**src/rtl/cfdm_pkg.sv**
```systemverilog
`default_nettype none

package cfdm_pkg;

   // fixed field widths
   localparam int FREQ_W     = 32;
   localparam int DUTY_W     = 7;
   localparam int PROD_W     = 39;
   localparam int STATUS_W   = 2;
   localparam int STEP_CNT_W = 5;

   // divider step counts (one quotient bit per cycle)
   localparam int FREQ_STEPS = 32;
   localparam int DUTY_STEPS = 7;

   localparam int DUTY_SCALE = 100;
   localparam logic [31:0] NUMERATOR_RESET = 32'd256000000;

   // request opcodes
   localparam logic OP_CAPTURE  = 1'b0;
   localparam logic OP_OVERFLOW = 1'b1;

   // edge to arm next
   localparam logic EDGE_RISING  = 1'b0;
   localparam logic EDGE_FALLING = 1'b1;

   // result status codes
   localparam logic [STATUS_W-1:0] STATUS_OK          = 2'd0;
   localparam logic [STATUS_W-1:0] STATUS_ZERO_PERIOD = 2'd1;
   localparam logic [STATUS_W-1:0] STATUS_OVF_SAT     = 2'd2;

   // measurement phase
   typedef enum logic [1:0] {
      PH_RISE  = 2'd0,
      PH_FALL  = 2'd1,
      PH_CLOSE = 2'd2
   } cfdm_phase_type;

   // sequencer state
   typedef enum logic [2:0] {
      ST_IDLE,
      ST_PREP,
      ST_FREQ,
      ST_DUTY_LOAD,
      ST_DUTY,
      ST_DONE
   } cfdm_state_type;

   // divider commands
   typedef struct packed {
      logic load;
      logic step;
      logic probe;
   } cfdm_div_ctrl_type;

endpackage

`default_nettype wire

```
**src/rtl/cfdm_div.sv**
```systemverilog
`default_nettype none

// Restoring divider, one quotient bit per step. The compare/subtract is
// also borrowed for a plain a >= divisor check in probe mode.
module cfdm_div #(
   parameter int DW = 32
) (
   input  wire                          clock,
   input  wire cfdm_pkg::cfdm_div_ctrl_type ctrl,
   input  wire  [DW-1:0]                load_rem,
   input  wire  [cfdm_pkg::FREQ_W-1:0]  load_dvd,
   input  wire  [DW-1:0]                divisor,
   input  wire  [DW:0]                  probe_a,
   output logic [cfdm_pkg::FREQ_W-1:0]  quotient,
   output logic                         ge
);

   logic [DW-1:0]               rem_ff, rem_in;
   logic [cfdm_pkg::FREQ_W-1:0] dvd_ff, dvd_in;
   logic [cfdm_pkg::FREQ_W-1:0] quo_ff, quo_in;
   logic [DW:0]                 trial;
   logic [DW+1:0]               diff;

   // shared compare/subtract
   assign trial = ctrl.probe ? probe_a : {rem_ff, dvd_ff[cfdm_pkg::FREQ_W-1]};
   assign diff  = {1'b0, trial} - {2'b00, divisor};
   assign ge    = ~diff[DW+1];

   always_comb begin
      rem_in = rem_ff;
      dvd_in = dvd_ff;
      quo_in = quo_ff;
      if (ctrl.load) begin
         rem_in = load_rem;
         dvd_in = load_dvd;
         quo_in = '0;
      end else if (ctrl.step) begin
         rem_in = ge ? diff[DW-1:0] : trial[DW-1:0];
         dvd_in = {dvd_ff[cfdm_pkg::FREQ_W-2:0], 1'b0};
         quo_in = {quo_ff[cfdm_pkg::FREQ_W-2:0], ge};
      end
   end

   always_ff @(posedge clock) begin
      rem_ff <= rem_in;
      dvd_ff <= dvd_in;
      quo_ff <= quo_in;
   end

   assign quotient = quo_ff;

endmodule

`default_nettype wire

```
**src/rtl/capture_frequency_duty_meter.sv**
```systemverilog
`default_nettype none

// Channel   Direction  Handshake            Payload
// req       in         req_valid/req_ready  req_opcode, req_capture_stamp
// rsp       out        rsp_valid/rsp_ready  rsp_next_edge, rsp_measurement_valid,
//                                           rsp_frequency, rsp_duty_percent, rsp_status
// csr       in         csr_write_enable     csr_write_data (frequency numerator)
//
// Overflow ticks give no response; other captures, and a closing one
// with zero period or saturated wraps, register their response at acceptance.
// A closing capture with a measurement takes its response from the shared 1-bit-per-cycle
// divider (setup, 32 frequency steps, duty load, 7 duty steps, result), and no request is
// taken until that response is registered. Synchronous active-high reset; no request is taken
// while a response is stalled unless it is being taken in the same cycle.
module capture_frequency_duty_meter #(
   parameter int TIMER_BITS    = 16,
   parameter int OVERFLOW_BITS = 16
) (
   input  wire         clock,
   input  wire         reset,
   input  wire         req_valid,
   output logic        req_ready,
   input  wire         req_opcode,
   input  wire  [15:0] req_capture_stamp,
   output logic        rsp_valid,
   input  wire         rsp_ready,
   output logic        rsp_next_edge,
   output logic        rsp_measurement_valid,
   output logic [31:0] rsp_frequency,
   output logic [6:0]  rsp_duty_percent,
   output logic [1:0]  rsp_status,
   input  wire         csr_write_enable,
   input  wire  [31:0] csr_write_data
);

   localparam int EW  = OVERFLOW_BITS + TIMER_BITS;
   localparam int EW1 = EW + 1;
   localparam int DW  = (EW > 32) ? EW : 32;
   localparam int DW1 = DW + 1;
   localparam int SW  = TIMER_BITS + 16;

   localparam int FW = cfdm_pkg::FREQ_W;
   localparam int UW = cfdm_pkg::DUTY_W;
   localparam int PW = cfdm_pkg::PROD_W;
   localparam int CW = cfdm_pkg::STEP_CNT_W;

   cfdm_pkg::cfdm_state_type state_ff, state_in;
   cfdm_pkg::cfdm_phase_type phase_ff, phase_in;

   logic [TIMER_BITS-1:0]    first_stamp_ff, first_stamp_in;
   logic [31:0]              high_ticks_ff, high_ticks_in;
   logic [OVERFLOW_BITS-1:0] ovf_cnt_ff, ovf_cnt_in;
   logic                     ovf_sat_ff, ovf_sat_in;
   logic [31:0]              numerator_ff, numerator_in;
   logic [DW-1:0]            period_ff, period_in;
   logic [PW-1:0]            prod_ff, prod_in;
   logic                     duty_sat_ff, duty_sat_in;
   logic [CW-1:0]            cnt_ff, cnt_in;

   logic                         rsp_valid_ff, rsp_valid_in;
   logic                         rsp_next_edge_ff, rsp_next_edge_in;
   logic                         rsp_meas_ff, rsp_meas_in;
   logic [FW-1:0]                rsp_frequency_ff, rsp_frequency_in;
   logic [UW-1:0]                rsp_duty_ff, rsp_duty_in;
   logic [cfdm_pkg::STATUS_W-1:0] rsp_status_ff, rsp_status_in;

   logic                         accept;
   logic [SW-1:0]                stamp_wide;
   logic [TIMER_BITS-1:0]        stamp_t;
   logic [EW:0]                  elapsed_diff;
   logic [EW-1:0]                elapsed;
   logic [DW-1:0]                elapsed_dw;
   logic [31:0]                  high_sat;
   logic [OVERFLOW_BITS-1:0]     ovf_next;

   cfdm_pkg::cfdm_div_ctrl_type  div_ctrl;
   logic [DW-1:0]                div_load_rem;
   logic [FW-1:0]                div_load_dvd;
   logic [DW:0]                  div_probe_a;
   logic [FW-1:0]                div_quo;
   logic                         div_ge;

   // handshake
   assign req_ready = (state_ff == cfdm_pkg::ST_IDLE) && (!rsp_valid_ff || rsp_ready);
   assign accept    = req_valid && req_ready;

   // stamp limited to the timer width
   assign stamp_wide = {{TIMER_BITS{1'b0}}, req_capture_stamp};
   assign stamp_t    = stamp_wide[TIMER_BITS-1:0];

   // elapsed ticks since the first capture, clamped at zero
   assign elapsed_diff = {1'b0, ovf_cnt_ff, stamp_t} - EW1'(first_stamp_ff);
   assign elapsed      = elapsed_diff[EW] ? '0 : elapsed_diff[EW-1:0];
   assign elapsed_dw   = DW'(elapsed);
   assign high_sat     = (elapsed_dw > DW'(32'hFFFF_FFFF)) ? 32'hFFFF_FFFF
                                                         : elapsed_dw[31:0];

   // saturating wrap counter
   assign ovf_next = (ovf_cnt_ff == {OVERFLOW_BITS{1'b1}}) ? ovf_cnt_ff
                                                         : ovf_cnt_ff + 1'b1;

   assign div_probe_a = DW1'(high_ticks_ff);

   cfdm_div #(
      .DW(DW)
   ) u_div (
      .clock    (clock),
      .ctrl     (div_ctrl),
      .load_rem (div_load_rem),
      .load_dvd (div_load_dvd),
      .divisor  (period_ff),
      .probe_a  (div_probe_a),
      .quotient (div_quo),
      .ge       (div_ge)
   );

   // sequencer: next state and datapath controls
   always_comb begin
      state_in         = state_ff;
      phase_in         = phase_ff;
      first_stamp_in   = first_stamp_ff;
      high_ticks_in    = high_ticks_ff;
      ovf_cnt_in       = ovf_cnt_ff;
      ovf_sat_in       = ovf_sat_ff;
      numerator_in     = csr_write_enable ? csr_write_data : numerator_ff;
      period_in        = period_ff;
      prod_in          = prod_ff;
      duty_sat_in      = duty_sat_ff;
      cnt_in           = cnt_ff;
      rsp_valid_in     = rsp_valid_ff && !rsp_ready;
      rsp_next_edge_in = rsp_next_edge_ff;
      rsp_meas_in      = rsp_meas_ff;
      rsp_frequency_in = rsp_frequency_ff;
      rsp_duty_in      = rsp_duty_ff;
      rsp_status_in    = rsp_status_ff;
      div_ctrl         = '0;
      div_load_rem     = '0;
      div_load_dvd     = '0;

      case (state_ff)
         cfdm_pkg::ST_IDLE: begin
            if (accept) begin
               if (req_opcode == cfdm_pkg::OP_OVERFLOW) begin
                  // wraps count only inside a measurement
                  if (phase_ff == cfdm_pkg::PH_FALL || phase_ff == cfdm_pkg::PH_CLOSE) begin
                     ovf_cnt_in = ovf_next;
                     ovf_sat_in = ovf_sat_ff || (ovf_next == {OVERFLOW_BITS{1'b1}});
                  end
               end else begin
                  rsp_valid_in     = 1'b1;
                  rsp_next_edge_in = cfdm_pkg::EDGE_RISING;
                  rsp_meas_in      = 1'b0;
                  rsp_frequency_in = '0;
                  rsp_duty_in      = '0;
                  rsp_status_in    = cfdm_pkg::STATUS_OK;
                  case (phase_ff)
                     cfdm_pkg::PH_FALL: begin
                        high_ticks_in = high_sat;
                        phase_in      = cfdm_pkg::PH_CLOSE;
                     end
                     cfdm_pkg::PH_CLOSE: begin
                        phase_in  = cfdm_pkg::PH_RISE;
                        period_in = elapsed_dw;
                        if (ovf_sat_ff) begin
                           rsp_status_in = cfdm_pkg::STATUS_OVF_SAT;
                        end else if (elapsed == '0) begin
                           rsp_status_in = cfdm_pkg::STATUS_ZERO_PERIOD;
                        end else begin
                           // response comes from the divider
                           rsp_valid_in = 1'b0;
                           state_in     = cfdm_pkg::ST_PREP;
                        end
                     end
                     default: begin
                        first_stamp_in   = stamp_t;
                        ovf_cnt_in       = '0;
                        ovf_sat_in       = 1'b0;
                        phase_in         = cfdm_pkg::PH_FALL;
                        rsp_next_edge_in = cfdm_pkg::EDGE_FALLING;
                     end
                  endcase
               end
            end
         end

         cfdm_pkg::ST_PREP: begin
            // duty clips at 100 exactly when high >= period
            div_ctrl.probe = 1'b1;
            div_ctrl.load  = 1'b1;
            div_load_rem   = '0;
            div_load_dvd   = numerator_ff;
            duty_sat_in    = div_ge;
            prod_in        = PW'(high_ticks_ff) * PW'(cfdm_pkg::DUTY_SCALE);
            cnt_in         = CW'(cfdm_pkg::FREQ_STEPS - 1);
            state_in       = cfdm_pkg::ST_FREQ;
         end

         cfdm_pkg::ST_FREQ: begin
            div_ctrl.step = 1'b1;
            cnt_in        = cnt_ff - 1'b1;
            if (cnt_ff == '0) begin
               state_in = cfdm_pkg::ST_DUTY_LOAD;
            end
         end

         cfdm_pkg::ST_DUTY_LOAD: begin
            // quotient below 128, so the top bits start as the remainder
            rsp_frequency_in = div_quo;
            div_ctrl.load    = 1'b1;
            div_load_rem     = DW'(prod_ff[PW-1:UW]);
            div_load_dvd     = {prod_ff[UW-1:0], {(FW-UW){1'b0}}};
            cnt_in           = CW'(cfdm_pkg::DUTY_STEPS - 1);
            state_in         = cfdm_pkg::ST_DUTY;
         end

         cfdm_pkg::ST_DUTY: begin
            div_ctrl.step = 1'b1;
            cnt_in        = cnt_ff - 1'b1;
            if (cnt_ff == '0) begin
               state_in = cfdm_pkg::ST_DONE;
            end
         end

         cfdm_pkg::ST_DONE: begin
            rsp_valid_in     = 1'b1;
            rsp_next_edge_in = cfdm_pkg::EDGE_RISING;
            rsp_meas_in      = 1'b1;
            rsp_duty_in      = duty_sat_ff ? UW'(cfdm_pkg::DUTY_SCALE) : div_quo[UW-1:0];
            rsp_status_in    = cfdm_pkg::STATUS_OK;
            state_in         = cfdm_pkg::ST_IDLE;
         end

         default: begin
            state_in = cfdm_pkg::ST_IDLE;
         end
      endcase
   end

   // state register
   always_ff @(posedge clock) begin
      if (reset) begin
         state_ff <= cfdm_pkg::ST_IDLE;
      end else begin
         state_ff <= state_in;
      end
   end

   // control and architectural registers
   always_ff @(posedge clock) begin
      if (reset) begin
         phase_ff     <= cfdm_pkg::PH_RISE;
         ovf_cnt_ff   <= '0;
         ovf_sat_ff   <= 1'b0;
         numerator_ff <= cfdm_pkg::NUMERATOR_RESET;
         cnt_ff       <= '0;
         rsp_valid_ff <= 1'b0;
      end else begin
         phase_ff     <= phase_in;
         ovf_cnt_ff   <= ovf_cnt_in;
         ovf_sat_ff   <= ovf_sat_in;
         numerator_ff <= numerator_in;
         cnt_ff       <= cnt_in;
         rsp_valid_ff <= rsp_valid_in;
      end
   end

   // payload registers
   always_ff @(posedge clock) begin
      first_stamp_ff   <= first_stamp_in;
      high_ticks_ff    <= high_ticks_in;
      period_ff        <= period_in;
      prod_ff          <= prod_in;
      duty_sat_ff      <= duty_sat_in;
      rsp_next_edge_ff <= rsp_next_edge_in;
      rsp_meas_ff      <= rsp_meas_in;
      rsp_frequency_ff <= rsp_frequency_in;
      rsp_duty_ff      <= rsp_duty_in;
      rsp_status_ff    <= rsp_status_in;
   end

   assign rsp_valid             = rsp_valid_ff;
   assign rsp_next_edge         = rsp_next_edge_ff;
   assign rsp_measurement_valid = rsp_meas_ff;
   assign rsp_frequency         = rsp_frequency_ff;
   assign rsp_duty_percent      = rsp_duty_ff;
   assign rsp_status            = rsp_status_ff;

   // checks
   a_done_gives_rsp: assert property (@(posedge clock) disable iff (reset)
      state_ff == cfdm_pkg::ST_DONE |=> rsp_valid_ff)
      else $error("finished measurement did not reach the response register");

   a_meas_ok: assert property (@(posedge clock) disable iff (reset)
      (rsp_valid_ff && rsp_meas_ff) |->
         (rsp_status_ff == cfdm_pkg::STATUS_OK && rsp_duty_ff <= UW'(cfdm_pkg::DUTY_SCALE)))
      else $error("valid measurement with bad status or duty");

   a_sat_at_max: assert property (@(posedge clock) disable iff (reset)
      ovf_sat_ff |-> ovf_cnt_ff == {OVERFLOW_BITS{1'b1}})
      else $error("saturation flag set below the counter maximum");

   a_fall_rsp: assert property (@(posedge clock) disable iff (reset)
      (accept && req_opcode == cfdm_pkg::OP_CAPTURE && phase_ff == cfdm_pkg::PH_FALL)
         |=> (rsp_valid_ff && phase_ff == cfdm_pkg::PH_CLOSE))
      else $error("falling-edge capture gave no response");

endmodule

`default_nettype wire

```
**config.mk**
```make
export PLATFORM = sky130hd
export DESIGN_NAME = capture_frequency_duty_meter
export DESIGN_NICKNAME = d
export VERILOG_FILES = /design/src/rtl/cfdm_pkg.sv /design/src/rtl/cfdm_div.sv /design/src/rtl/capture_frequency_duty_meter.sv
export SDC_FILE = /design/constraint.sdc
export NUM_CORES = 1
export LEC_CHECK = 0
export BUFFER_PORTS_ARGS = -buffer_cell sky130_fd_sc_hd__buf_2
export CORE_ASPECT_RATIO = 0.9
export CORE_MARGIN = 2
export CORE_UTILIZATION = 40
export DETAILED_ROUTE_END_ITERATION = 6
export HOLD_SLACK_MARGIN = 0.1
export SKIP_CTS_REPAIR_TIMING = 1
export SLEW_MARGIN = 25
export SYNTH_ARGS = -nofsm -noshare
export SYNTH_HDL_FRONTEND = slang
export SYNTH_SLANG_ARGS = --single-unit
```
**constraint.sdc**
```tcl
create_clock -name clock -period 4.9 [get_ports clock]
set_clock_uncertainty 0.15 [all_clocks]
set_input_delay 0.735 -clock clock [delete_from_list [all_inputs] [get_ports clock]]
set_output_delay 0.735 -clock clock [all_outputs]
set_load 0.02 [all_outputs]
```
== Yosys cells after proc, flatten, opt, wreduce, memory -nomap -nowiden ==
Index checks and enable logic that the tools add are counted.
Storage, ports and cells
  output and inout bits: 45
  input bits: 54
  logic and storage cells: 128
  register bits after elaboration: 317
Operators by class
  add/subtract/negate cells: 4
  reductions and logical operators: 26
  equality and inequality tests: 18
  bitwise operators: 3
  muxes and demuxes: 55
  $mul: 1
  magnitude comparators: 1
Operators by type and width (number)
  32-bit two-way mux: 9
  32-bit case mux with 2 select lines: 2
  16-bit two-way mux: 4
  32-bit by 5-bit multiplier with 37-bit output, second input constant: 1
  33-bit by 32-bit subtractor with 34-bit output: 1
  33-bit two-way mux: 1
  32-bit by 16-bit subtractor with 33-bit output: 1
  16-bit equality test, second input constant: 2
  32-bit > comparator, second input constant: 1
  32-bit logical NOT: 1
  3-bit two-way mux: 7
  7-bit two-way mux: 3
  1-bit two-way mux: 17
  16-bit by 1-bit adder with 16-bit output, second input constant: 1
  4-bit AND reduction: 4
  3-bit case mux with 5 select lines: 1
  5-bit case mux with 3 select lines: 1
  7-bit case mux with 2 select lines: 1
  2-bit inequality test, second input constant: 6
  3-bit AND reduction: 3
  2-bit two-way mux: 4
  2-bit case mux with 2 select lines: 2
  7-bit AND reduction: 1
  3-bit by 2-bit equality test with 1-bit output, second input constant: 2
  other kinds (16): 32

== Depth between registers and ports, before layout ==
Gate-level depths: netlist (run 1).
  depth in word-level cells: 9
  gate-level depth with buffers: 21
  depth with buffers taken out: 16

== Modules after synthesis ==
Synthesis (run 1) repeated with hierarchy kept, for this count alone.
Unflattened totals
  cells, all modules: 2035
  area, all modules: 20118.0 um2
By module, submodules not included
  capture_frequency_duty_meter: cells an instance 1390, area an instance 13789.5 um2, seq. area each 6035.8 um2, times used 1
  cfdm_div: cells an instance 645, area an instance 6328.6 um2, seq. area each 2562.5 um2, times used 1

== Worst setup path before layout (run 1) ==
No wires, ideal clock.
  path type: register to register
  from: register state_ff[2]
  to: register u_div.rem_ff[30], data pin
  arrival time: 4550 ps
  clock period less this slack: 4966 ps
  library setup time: 266 ps
  cell stages (with the launch flop): 21
  path buffers: 6
  required time: 4484 ps
  slack: -66 ps
  cell sequence: dfxtp_1 > clkbuf_1 > nor2b_1 > clkbuf_1 > nand2b_1 > clkbuf_1 > clkbuf_1 > mux2_2 > ha_1 > nand3_1 > and2_1 > a2111oi_0 > a21boi_1 > o31ai_1 > a21o_1 > a221o_1 > a21boi_1 > buf_4 > buf_1 > a32oi_1 > o31ai_1
On the way
  longest elaborated chain between the ends: 7
  elaborated cells on any way between the ends: 11
  classes of those cells: add/sub (1); eq/ne (2); mux (7); reduce/logical (1)
Ends and longest elaborated chain
  start: declaration: RTL line capture_frequency_duty_meter.sv:47  | cfdm_pkg::cfdm_state_type state_ff, state_in;
  start signal: assignment: RTL line capture_frequency_duty_meter.sv:242  | state_ff <= cfdm_pkg::ST_IDLE;
  start signal: assignment: RTL line capture_frequency_duty_meter.sv:244  | state_ff <= state_in;
  3-bit by 1-bit equality test with 1-bit output: RTL line capture_frequency_duty_meter.sv:140  | case (state_ff)
  1-bit two-way mux: RTL line capture_frequency_duty_meter.sv:140
  33-bit two-way mux: RTL line cfdm_div.sv:25  | assign trial = ctrl.probe ? probe_a : {rem_ff, dvd_ff[cfdm_pkg::FREQ_W-1]};
  33-bit by 32-bit subtractor with 34-bit output: RTL line cfdm_div.sv:26  | assign diff = {1'b0, trial} - {2'b00, divisor};
  32-bit two-way mux: RTL line cfdm_div.sv:38  | rem_in = ge ? diff[DW-1:0] : trial[DW-1:0];
  32-bit two-way mux: RTL line cfdm_div.sv:37  | end else if (ctrl.step) begin
  32-bit two-way mux *: RTL line cfdm_div.sv:33  | if (ctrl.load) begin
  via u_div.rem_in[30]: RTL line cfdm_div.sv:18  | logic [DW-1:0] rem_ff, rem_in;
  end signal: assignment: RTL line cfdm_div.sv:45  | rem_ff <= rem_in;
  end: declaration: RTL line cfdm_div.sv:18
The timed path passes the listed nets; every way through them passes the cells marked *. The select of a mux whose other input is x is not followed.
A chain may end at the register's enable or synchronous reset.

== Final worst setup path (run 1) ==
  from: register high_ticks_ff[2]
  to: register prod_ff[35], data pin
On the way
  longest elaborated chain between the ends: 1
Ends and longest elaborated chain
  start: declaration: RTL line capture_frequency_duty_meter.sv:51  | logic [31:0] high_ticks_ff, high_ticks_in;
  start signal: assignment: RTL line capture_frequency_duty_meter.sv:270  | high_ticks_ff <= high_ticks_in;
  32-bit by 5-bit multiplier with 37-bit output: RTL line capture_frequency_duty_meter.sv:193  | prod_in = PW'(high_ticks_ff) * PW'(cfdm_pkg::DUTY_SCALE);
  end signal: assignment: RTL line capture_frequency_duty_meter.sv:272  | prod_ff <= prod_in;
  end: declaration: RTL line capture_frequency_duty_meter.sv:56  | logic [PW-1:0] prod_ff, prod_in;
No other way between the ends.

==> results.yml, run 1 <==
setup_path:
  setup.worst_path.start: "high_ticks_ff[2]"
  r2r-start: "high_ticks_ff[2]"
  reg2reg_depth: 16
  maximum_net_fanout_on_the_critical_path: 5
  cp.required_ns: 5.04
  cp-end-kind: "register"
  path_class: "reg2reg"
  cp.arrival_ns: 4.83
  start_kind: "register"
  r2r_setup_slack_ns: 0.21
  critical_path.reg2reg.endpoint: "prod_ff[35]"
final_layout:
  layout-area-overhead-vs-synth_pct: 12.4
  antenna-diode-count: 0
  design.final.nets: 2318
  layout-drive-gt1-share_pct: 10.5
  final.fill_count: 4587
place:
  hpwlAfterDp_um: 33400
  io_buffer_count: 98
  dp_worst_setup_slack_ns: 0.0820
  place.gp.congestion: 0.878
detailed_routing:
  detailedRoute.firstIterationViolations: 927
  ant_nets: 0
  dr.pass1.iters: 7
  remaining_drc_errors: 4
  vias_per_cell: 5.34
  post_drt_wl_per_cell_um: 16.9
  routed_via_count: 14600
  wirelength_um: 46100
worst_hold_path:
  worstHoldStart: "req_capture_stamp[0]"
  holdPathStages: 1
  hold_class: "in2reg"
  worst_hold_endpoint: "first_stamp_ff[0]"
floorplanning:
  core_area_um2: 47700
  io-pin-count: 99
  placement_rows: 76
  fp.dieArea_um2: 50000
  die_height_um: 212
  die_w_um: 236
  start_util_pct: 40.4
sta:
  tightestPinTransition_ns: 0.998
  fmax_ghz: 0.213
  setup_violations: 0
  final.setup.worst_slack_ns: 0.214
  fin_crit_ns: 4.69
  report.final.slew_viol_count: 0
  timing.slew.headroom_pct: 33.5
  setup-tns-final_ns: 0
  rsz_0062_raised_after_global_routing: "no"
  period_share_pct: 95.6
  final_hold_viol_count: 0
power_and_ir_drop:
  cellLeakagePower_uw: 0.00950
  power_density_nw_per_um2: 306
  internal_power_uw: 4930
  logic_gate_share_of_total_power_pct: 13.5
  power_frac_seq_pct: 45.3
  vdd_drop_max_mv: 0.270
  sw_frac_of_total_pct: 25.8
  p_sw_uw: 1710
  clock_power_share_pct: 41.2
logic_synthesis:
  synth.ff_latch_count: 317
  postSynth.asyncResetShare_pct: 0
  synth_cell_type_count: 83
  syn-mean-instance-area_um2: 9.64
  number_of_synthesized_flops_with_an_enable_pin: 225
  seq_area_frac_synth_pct: 44.6
  ys_dominant_reg_cell: "sky130_fd_sc_hd__edfxtp_1"
  postSynthNetCount: 2242
  netlist_instances: 2002
  synth.cell_area_um2: 19300
  synth-warning-count: 0
outcome:
  run_status: "complete, but fails checks"
  violations: "DRC"
job:
  max_cap_viol_count: 0
global_routing:
  grt_max_degree: 100
  grt_pass1_vias: 14100
  track_usage_pct: 18.4
  grt_first_pass_wirelength_um: 74400
  globalRoute.totalOverflow: 0
  antenna_found_initial: 0
clocking:
  clk_pin_slew_worst_paths_ns: 0.07
  tritoncts: "built"
  clk_root_buffer_cell: "sky130_fd_sc_hd__clkbuf_16"
  cts_htree_levels: 2
  clock_latency_ns: 0.55
  max-clock-path-buffers: 3
  numCtsBuffers: 38
  clock-sinks: 317
==> synth_stat cells (all sizes together), types with 3 or more instances <==
cell | number | area [um2]
nor2 | 141 | 529
nor3 | 36 | 196
clkbuf | 73 | 274
a31oi | 13 | 81.3
dfxtp | 92 | 1840
o21bai | 16 | 120
a22oi | 4 | 30.0
or4 | 6 | 52.6
a41oi | 3 | 26.3
o211ai | 10 | 75.1
nor2b | 19 | 119
a21oi | 108 | 541
o2111ai | 4 | 35.0
xor2 | 28 | 245
and2 | 20 | 128
and3 | 45 | 282
edfxtp | 225 | 6760
nand3b | 30 | 225
mux2 | 7 | 82.6
fa | 29 | 581
o21ai | 100 | 500
o311ai | 4 | 35.0
nor4 | 10 | 62.6
ha | 157 | 1960
nand3 | 68 | 340
o31a | 4 | 35.0
nand4b | 4 | 35.0
a21boi | 4 | 30.0
a21o | 27 | 203
nand2b | 12 | 75.1
mux2i | 60 | 601
nand4 | 9 | 56.3
o21a | 10 | 75.1
o31ai | 10 | 75.1
a2111oi | 7 | 75.1
or2 | 9 | 56.3
xnor2 | 48 | 420
or3 | 17 | 109
a211oi | 14 | 105
buf | 13 | 72.6
nand2 | 245 | 920
inv | 216 | 811
and4 | 5 | 43.8
a211o | 9 | 78.8
==> state kept, by name, summed over array words and instances, names as in the netlist <==
signal and count:
cnt_ff 5, duty_sat_ff 1, first_stamp_ff 16, high_ticks_ff 32, numerator_ff 32, ovf_cnt_ff 16, ovf_sat_ff 1, period_ff 32
phase_ff 2, prod_ff 37, rsp_duty_percent 7, rsp_frequency 32, rsp_measurement_valid 1, rsp_next_edge 1, rsp_status 2, rsp_valid 1
state_ff 3, u_div.dvd_ff 32, u_div.quotient 32, u_div.rem_ff 32
==> power by group through the flow <==
stage / Sequential (uW) / Combinational [uW] / Clock [uW]
floorplan: 3070 / 628 / 0
global placement: 3060 / 864 / 0
detailed placement: 3060 / 882 / 0
CTS: 3010 / 888 / 2810
global route: 3010 / 1000 / 2900
finish: 3010 / 896 / 2740
==> worst max path at each step <==
| stage | end | slack [ns] |
|---|---|---|
| after floorplan | u_div.rem_ff[30] | 0.06 |
| after global placement | prod_ff[36] | 0.18 |
| after detailed placement | prod_ff[36] | 0.08 |
| after CTS | prod_ff[36] | 0.09 |
| after global routing | u_div.rem_ff[8] | 0.03 |
| final | prod_ff[35] | 0.21 |
==> cell type report <==
type                       instances  area [um2]  area share (%)
multi-input combinational       1383        9600            44.3
sequential                       317        8600            39.6
clock buffer                      45         998            4.60
inverter                         216         812            3.74
tap                              624         781            3.60
timing repair buffer             122         699            3.22
clock inverter                    22         198           0.911
==> cell families (layout without fill, tap and decap cells) <==
group | after synthesis | after routing | share of synthesized area, %
and+or+nand+nor | 682 | 682 | 17.0
xor gates and xnor gates | 76 | 76 | 3.45
AOI/OAI and AO/OA | 372 | 372 | 12.2
muxes | 67 | 67 | 3.54
adders and majority gates | 186 | 186 | 13.2
DFF | 317 | 317 | 44.6
buffers and inverters | 302 | 405 | 6.00
==> critical path: stages (launching register included) <==
cell                       delay, ns
sky130_fd_sc_hd__edfxtp_1       0.46
sky130_fd_sc_hd__ha_1           0.33
sky130_fd_sc_hd__ha_1           0.28
sky130_fd_sc_hd__inv_1          0.05
sky130_fd_sc_hd__fa_1           0.50
sky130_fd_sc_hd__inv_1          0.04
sky130_fd_sc_hd__ha_1           0.34
sky130_fd_sc_hd__o21ai_0        0.23
sky130_fd_sc_hd__o21bai_1       0.14
sky130_fd_sc_hd__a21oi_1        0.47
sky130_fd_sc_hd__o211a_1        0.29
sky130_fd_sc_hd__o31ai_2        0.11
sky130_fd_sc_hd__a41o_1         0.31
sky130_fd_sc_hd__o31ai_1        0.36
sky130_fd_sc_hd__nand2b_1       0.10
sky130_fd_sc_hd__a21oi_1        0.18
sky130_fd_sc_hd__xnor2_1        0.07
==> metrics by stage <==
stage / power, uW / utilization [%] / cells / area (um2) / hold slack [ns]
after floorplan: 3690 / - / 2002 / 19300 / 0.277
after global placement: 3930 / 42.8 / 2659 / 20400 / 0.287
after detailed placement: 3940 / 42.8 / 2659 / 20400 / 0.290
after CTS: 6710 / 45.3 / 2726 / 21600 / 0.200
after global routing: 6920 / 45.4 / 2729 / 21700 / 0.216
final: 6640 / 45.4 / 2729 / 21700 / 0.233
==> layer usage <==
metal / share of wire, % / global-route usage, % / up-vias
met1: 48 / 26.2 / 6996
met5: 0 / 0 / -
met2: 46 / 29.6 / 333
met3: 4.1 / 2.56 / 57
met4: 1.7 / 4.37 / 0
li1: - / - / 7175
==> placed cells by master (no fill, tap or decap), drive strengths merged, types with 28 or more instances in the layout <==
master  count
inv       217
clkbuf     45
fa         29
ha        157
buf       122
o21ai     100
xor2       28
mux2i      60
xnor2      48
nand3      68
dfxtp      92
nor2      141
nand2     245
and3       45
nand3b     30
a21oi     108
nor3       36
edfxtp    225
Power figures use the tool's default switching activity.
==> run 2: changes to the inputs <==
CORE_UTILIZATION = 45   (was 40)
==> results.yml, run 2 (same netlist as run 1, synthesis figures left out) <==
sta:
  setup_violations: 0
  final_hold_viol_count: 0
  report.final.slew_viol_count: 0
  fmax_ghz: 0.216
  fin_crit_ns: 4.63
  tightestPinTransition_ns: 0.968
  period_share_pct: 94.5
  setup-tns-final_ns: 0
  rsz_0062_raised_after_global_routing: "no"
  timing.slew.headroom_pct: 35.5
power_and_ir_drop:
  clock_power_share_pct: 41.3
  vdd_drop_max_mv: 0.271
  sw_frac_of_total_pct: 25.3
  internal_power_uw: 4960
  power_frac_seq_pct: 45.2
  p_sw_uw: 1680
  finalPower_uw: 6640
  logic_gate_share_of_total_power_pct: 13.5
  cellLeakagePower_uw: 0.00951
  power_density_nw_per_um2: 307
detailed_routing:
  dr.pass1.iters: 5
  routed_via_count: 14400
  vias_per_cell: 5.43
  remaining_drc_errors: 0
  wirelength_um: 46500
  ant_nets: 0
  post_drt_wl_per_cell_um: 17.5
  detailedRoute.firstIterationViolations: 912
setup_path:
  cp.required_ns: 5.03
  reg2reg_depth: 16
  critical-path-slowest-cell: "sky130_fd_sc_hd__fa_1"
  cp_cell_sequence: "ha_1, ha_1, inv_1, fa_1, inv_1, ha_1, o211ai_1, a2111oi_0, o21ai_1, a31oi_1, nor3_1, o311a_1, or3_1, o21bai_1, a21oi_1, xnor2_1"
  cp_num_buf_inv: 2
  critical_path.reg2reg.endpoint: "prod_ff[36]"
  critical-path-max-stage-delay_ns: 0.49
  cp-end-kind: "register"
  r2r-start: "high_ticks_ff[5]"
  path_class: "reg2reg"
  dominant_delay_contributor_by_cell_family_on_the_critical_path: "compound AO/OA/AOI/OAI gates"
  r2r_setup_slack_ns: 0.27
  cp.arrival_ns: 4.76
  maximum_net_fanout_on_the_critical_path: 6
  cpMostUsedCell: "sky130_fd_sc_hd__ha_1"
  start_kind: "register"
final_layout:
  layout.cells.most_common: "sky130_fd_sc_hd__nand2_1"
  mostFrequentLayoutCells: "sky130_fd_sc_hd__nand2_1, sky130_fd_sc_hd__edfxtp_1, sky130_fd_sc_hd__inv_1"
  max_reg_flops: 37
  design.final.nets: 2321
  layout-drive-gt1-share_pct: 10.1
  antenna-diode-count: 0
  registers.top_by_ff_count: "prod_ff"
  layout-area-overhead-vs-synth_pct: 12.1
place:
  place.gp.congestion: 0.883
  io_buffer_count: 98
  hpwlAfterDp_um: 33800
clocking:
  cts_htree_levels: 2
  numCtsBuffers: 37
  clock_latency_ns: 0.55
  tritoncts: "built"
  clk_root_buffer_cell: "sky130_fd_sc_hd__clkbuf_16"
  clock-sinks: 317
  clk_pin_slew_worst_paths_ns: 0.06
  max-clock-path-buffers: 3
floorplanning:
  fp.dieArea_um2: 44600
  die_height_um: 200
  placement_rows: 71
  io-pin-count: 99
  core_area_um2: 42000
  start_util_pct: 45.9
  die_w_um: 222
job:
  max_cap_viol_count: 0
global_routing:
  grt_first_pass_wirelength_um: 75400
  track_usage_pct: 21.0
  grt_pass1_vias: 14100
  grt_max_degree: 78
  globalRoute.totalOverflow: 0
  antenna_found_initial: 0
worst_hold_path:
  worst_hold_endpoint: "first_stamp_ff[0]"
  worstHoldStart: "req_capture_stamp[0]"
  hold_class: "in2reg"
  holdPathStages: 1
outcome:
  run_status: "finished clean"
[run 2: power by group through the flow]
stage,registers (uW),clock network [uW],logic (uW)
after global placement,3060,0,873
after detailed placement,3060,0,887
after global routing,3010,2910,1010
final,3010,2740,897
after floorplan,3070,0,628
after CTS,3010,2820,892
[run 2: per-stage QoR]
| stage | worst slack (ns) | cells | utilization (%) | area (um2) | hold slack (ns) |
|---|---|---|---|---|---|
| after global routing | 0.000597 | 2656 | 51.5 | 21600 | 0.213 |
| final | 0.272 | 2656 | 51.5 | 21600 | 0.227 |
| after detailed placement | 0.258 | 2589 | 48.6 | 20400 | 0.292 |
| after CTS | 0.227 | 2656 | 51.4 | 21600 | 0.193 |
| after floorplan | 0.0606 | 2002 | - | 19300 | 0.277 |
| after global placement | 0.339 | 2589 | 48.6 | 20400 | 0.285 |
[run 2: worst max-delay path by stage]
stage | from | slack [ns] | cells past startpoint | endpoint
3_5_place_dp | state_ff[2] | 0.26 | 18 | u_div.rem_ff[15]
6_report | high_ticks_ff[5] | 0.27 | 16 | prod_ff[36]
3_3_place_gp | high_ticks_ff[5] | 0.34 | 16 | prod_ff[36]
2_1_floorplan | state_ff[2] | 0.06 | 20 | u_div.rem_ff[30]
4_1_cts | state_ff[0] | 0.23 | 18 | u_div.rem_ff[15]
5_1_grt | high_ticks_ff[5] | 0.0006 | 16 | prod_ff[36]
[run 2: final cells by class]
cell class | instances | area, um2
fillers | 3839 | 20400
multi-input cells | 1383 | 9590
flip-flops and latches | 317 | 8600
clock buffers | 55 | 1060
inverters | 216 | 812
repair buffers | 126 | 738
well taps | 547 | 684
clock inverters | 12 | 145
[run 2: layer usage]
layer / global-route usage, % / up-vias / share of wire, %
li1: - / 7190 / -
met1: 31.0 / 6863 / 50
met2: 32.7 / 308 / 44
met3: 2.66 / 55 / 4.4
met4: 5.45 / 0 / 1.7
met5: 0 / - / 0
==> run 3: changes to the inputs <==
CORE_ASPECT_RATIO = 1.5   (was 0.9)
==> results.yml, run 3 (same netlist as run 1, synthesis figures left out) <==
sta:
  tightestPinTransition_ns: 1.03
  setup-tns-final_ns: 0
  period_share_pct: 95.4
  fmax_ghz: 0.214
  fin_crit_ns: 4.67
  timing.slew.headroom_pct: 30.4
  report.final.slew_viol_count: 0
  setup_violations: 0
  final_hold_viol_count: 0
  rsz_0062_raised_after_global_routing: "no"
setup_path:
  reg2reg_depth: 16
  cp.arrival_ns: 4.80
  path_class: "reg2reg"
  start_kind: "register"
  cpMostUsedCell: "sky130_fd_sc_hd__ha_1"
  maximum_net_fanout_on_the_critical_path: 6
  critical-path-slowest-cell: "sky130_fd_sc_hd__fa_1"
  critical-path-max-stage-delay_ns: 0.51
  cp-end-kind: "register"
  cp_cell_sequence: "ha_1, ha_1, inv_1, fa_1, inv_1, ha_1, nand4_1, a2111oi_0, o21ai_1, a31oi_1, nor3_1, o311a_1, or3_1, o21bai_1, a21oi_1, xnor2_1"
  cp.required_ns: 5.03
detailed_routing:
  vias_per_cell: 5.44
  routed_via_count: 14500
  remaining_drc_errors: 0
  ant_nets: 0
  dr.pass1.iters: 5
  detailedRoute.firstIterationViolations: 1042
  wirelength_um: 46600
  post_drt_wl_per_cell_um: 17.5
job:
  max_cap_viol_count: 0
final_layout:
  antenna-diode-count: 0
  layout.cells.most_common: "sky130_fd_sc_hd__nand2_1"
  post-route-util_pct: 50.9
  mostFrequentLayoutCells: "sky130_fd_sc_hd__nand2_1, sky130_fd_sc_hd__edfxtp_1, sky130_fd_sc_hd__inv_1"
  layout-area-overhead-vs-synth_pct: 11.1
  design.final.nets: 2316
  registers.top_by_ff_count: "prod_ff"
  layout-drive-gt1-share_pct: 9.76
  instances_no_fill: 2665
  max_reg_flops: 37
clocking:
  cts_htree_levels: 2
  max-clock-path-buffers: 3
  tritoncts: "built"
  numCtsBuffers: 34
  clk_pin_slew_worst_paths_ns: 0.06
  clock-sinks: 317
  clock_latency_ns: 0.54
  clk_root_buffer_cell: "sky130_fd_sc_hd__clkbuf_16"
global_routing:
  track_usage_pct: 20.7
  grt_max_degree: 67
  antenna_found_initial: 0
  grt_first_pass_wirelength_um: 74800
  globalRoute.totalOverflow: 0
  grt_pass1_vias: 14200
floorplanning:
  fp.dieArea_um2: 44600
  start_util_pct: 45.8
  die_w_um: 173
  placement_rows: 92
  die_height_um: 258
  io-pin-count: 99
  core_area_um2: 42100
power_and_ir_drop:
  vdd_drop_max_mv: 0.200
  cellLeakagePower_uw: 0.00942
  power_density_nw_per_um2: 296
outcome:
  run_status: "finished clean"
worst_hold_path:
  holdPathStages: 1
  hold_class: "in2reg"
place:
  hpwlAfterDp_um: 34500
  place.gp.congestion: 0.896
  place_inst: 2604
  io_buffer_count: 98
-- run 3: critical path, delay by kind of cell, from the launching register on --
kind	cells	cell delay (ns)
simple gates	3	0.78
buf+inv	2	0.09
flops	1	0.43
compound gates	6	1.35
fa+ha+maj	4	1.48
xor+xnor	1	0.13
-- run 3: cell type report --
| type | count | area [um2] |
|---|---|---|
| clock inverters | 14 | 80.1 |
| repair buffers | 124 | 711 |
| inverters | 216 | 812 |
| multi-input cells | 1383 | 9580 |
| fillers | 3944 | 20700 |
| well taps | 564 | 706 |
| clock buffers | 47 | 941 |
| flip-flops and latches | 317 | 8600 |
-- run 3: through the flow --
step / instance area, um2 / worst slack, ns / hold WS [ns] / power (uW)
floorplan: 19300 / 0.0606 / 0.277 / 3690
global placement: 20400 / 0.301 / 0.288 / 3950
detailed placement: 20400 / 0.235 / 0.293 / 3970
CTS: 21400 / 0.224 / 0.232 / 6410
global route: 21400 / 0.0415 / 0.243 / 6600
finish: 21400 / 0.227 / 0.253 / 6350
-- run 3: report_power, final --
group	internal, uW	total [uW]	switching [uW]
Combinational	343	905	563
Clock	1350	2440	1090
Sequential	2970	3000	36.9
Total	4660	6350	1690
-- run 3: final timing paths --
kind,from,endpoint,slack (ns)
max reg2reg,high_ticks_ff[10],prod_ff[36],0.23
min reg2reg,u_div.quotient[7],u_div.quotient[8],0.30
min,req_capture_stamp[7],first_stamp_ff[7],0.25
max,high_ticks_ff[10],prod_ff[36],0.23
-- run 3: layer usage --
metal / vias to the layer above / part of all wire [%] / track usage, %
met1: 6917 / 41 / 24.4
met4: 0 / 4.6 / 10.2
met5: - / 0 / 0
met3: 104 / 2.8 / 2.03
li1: 7172 / - / -
met2: 293 / 52 / 37.6
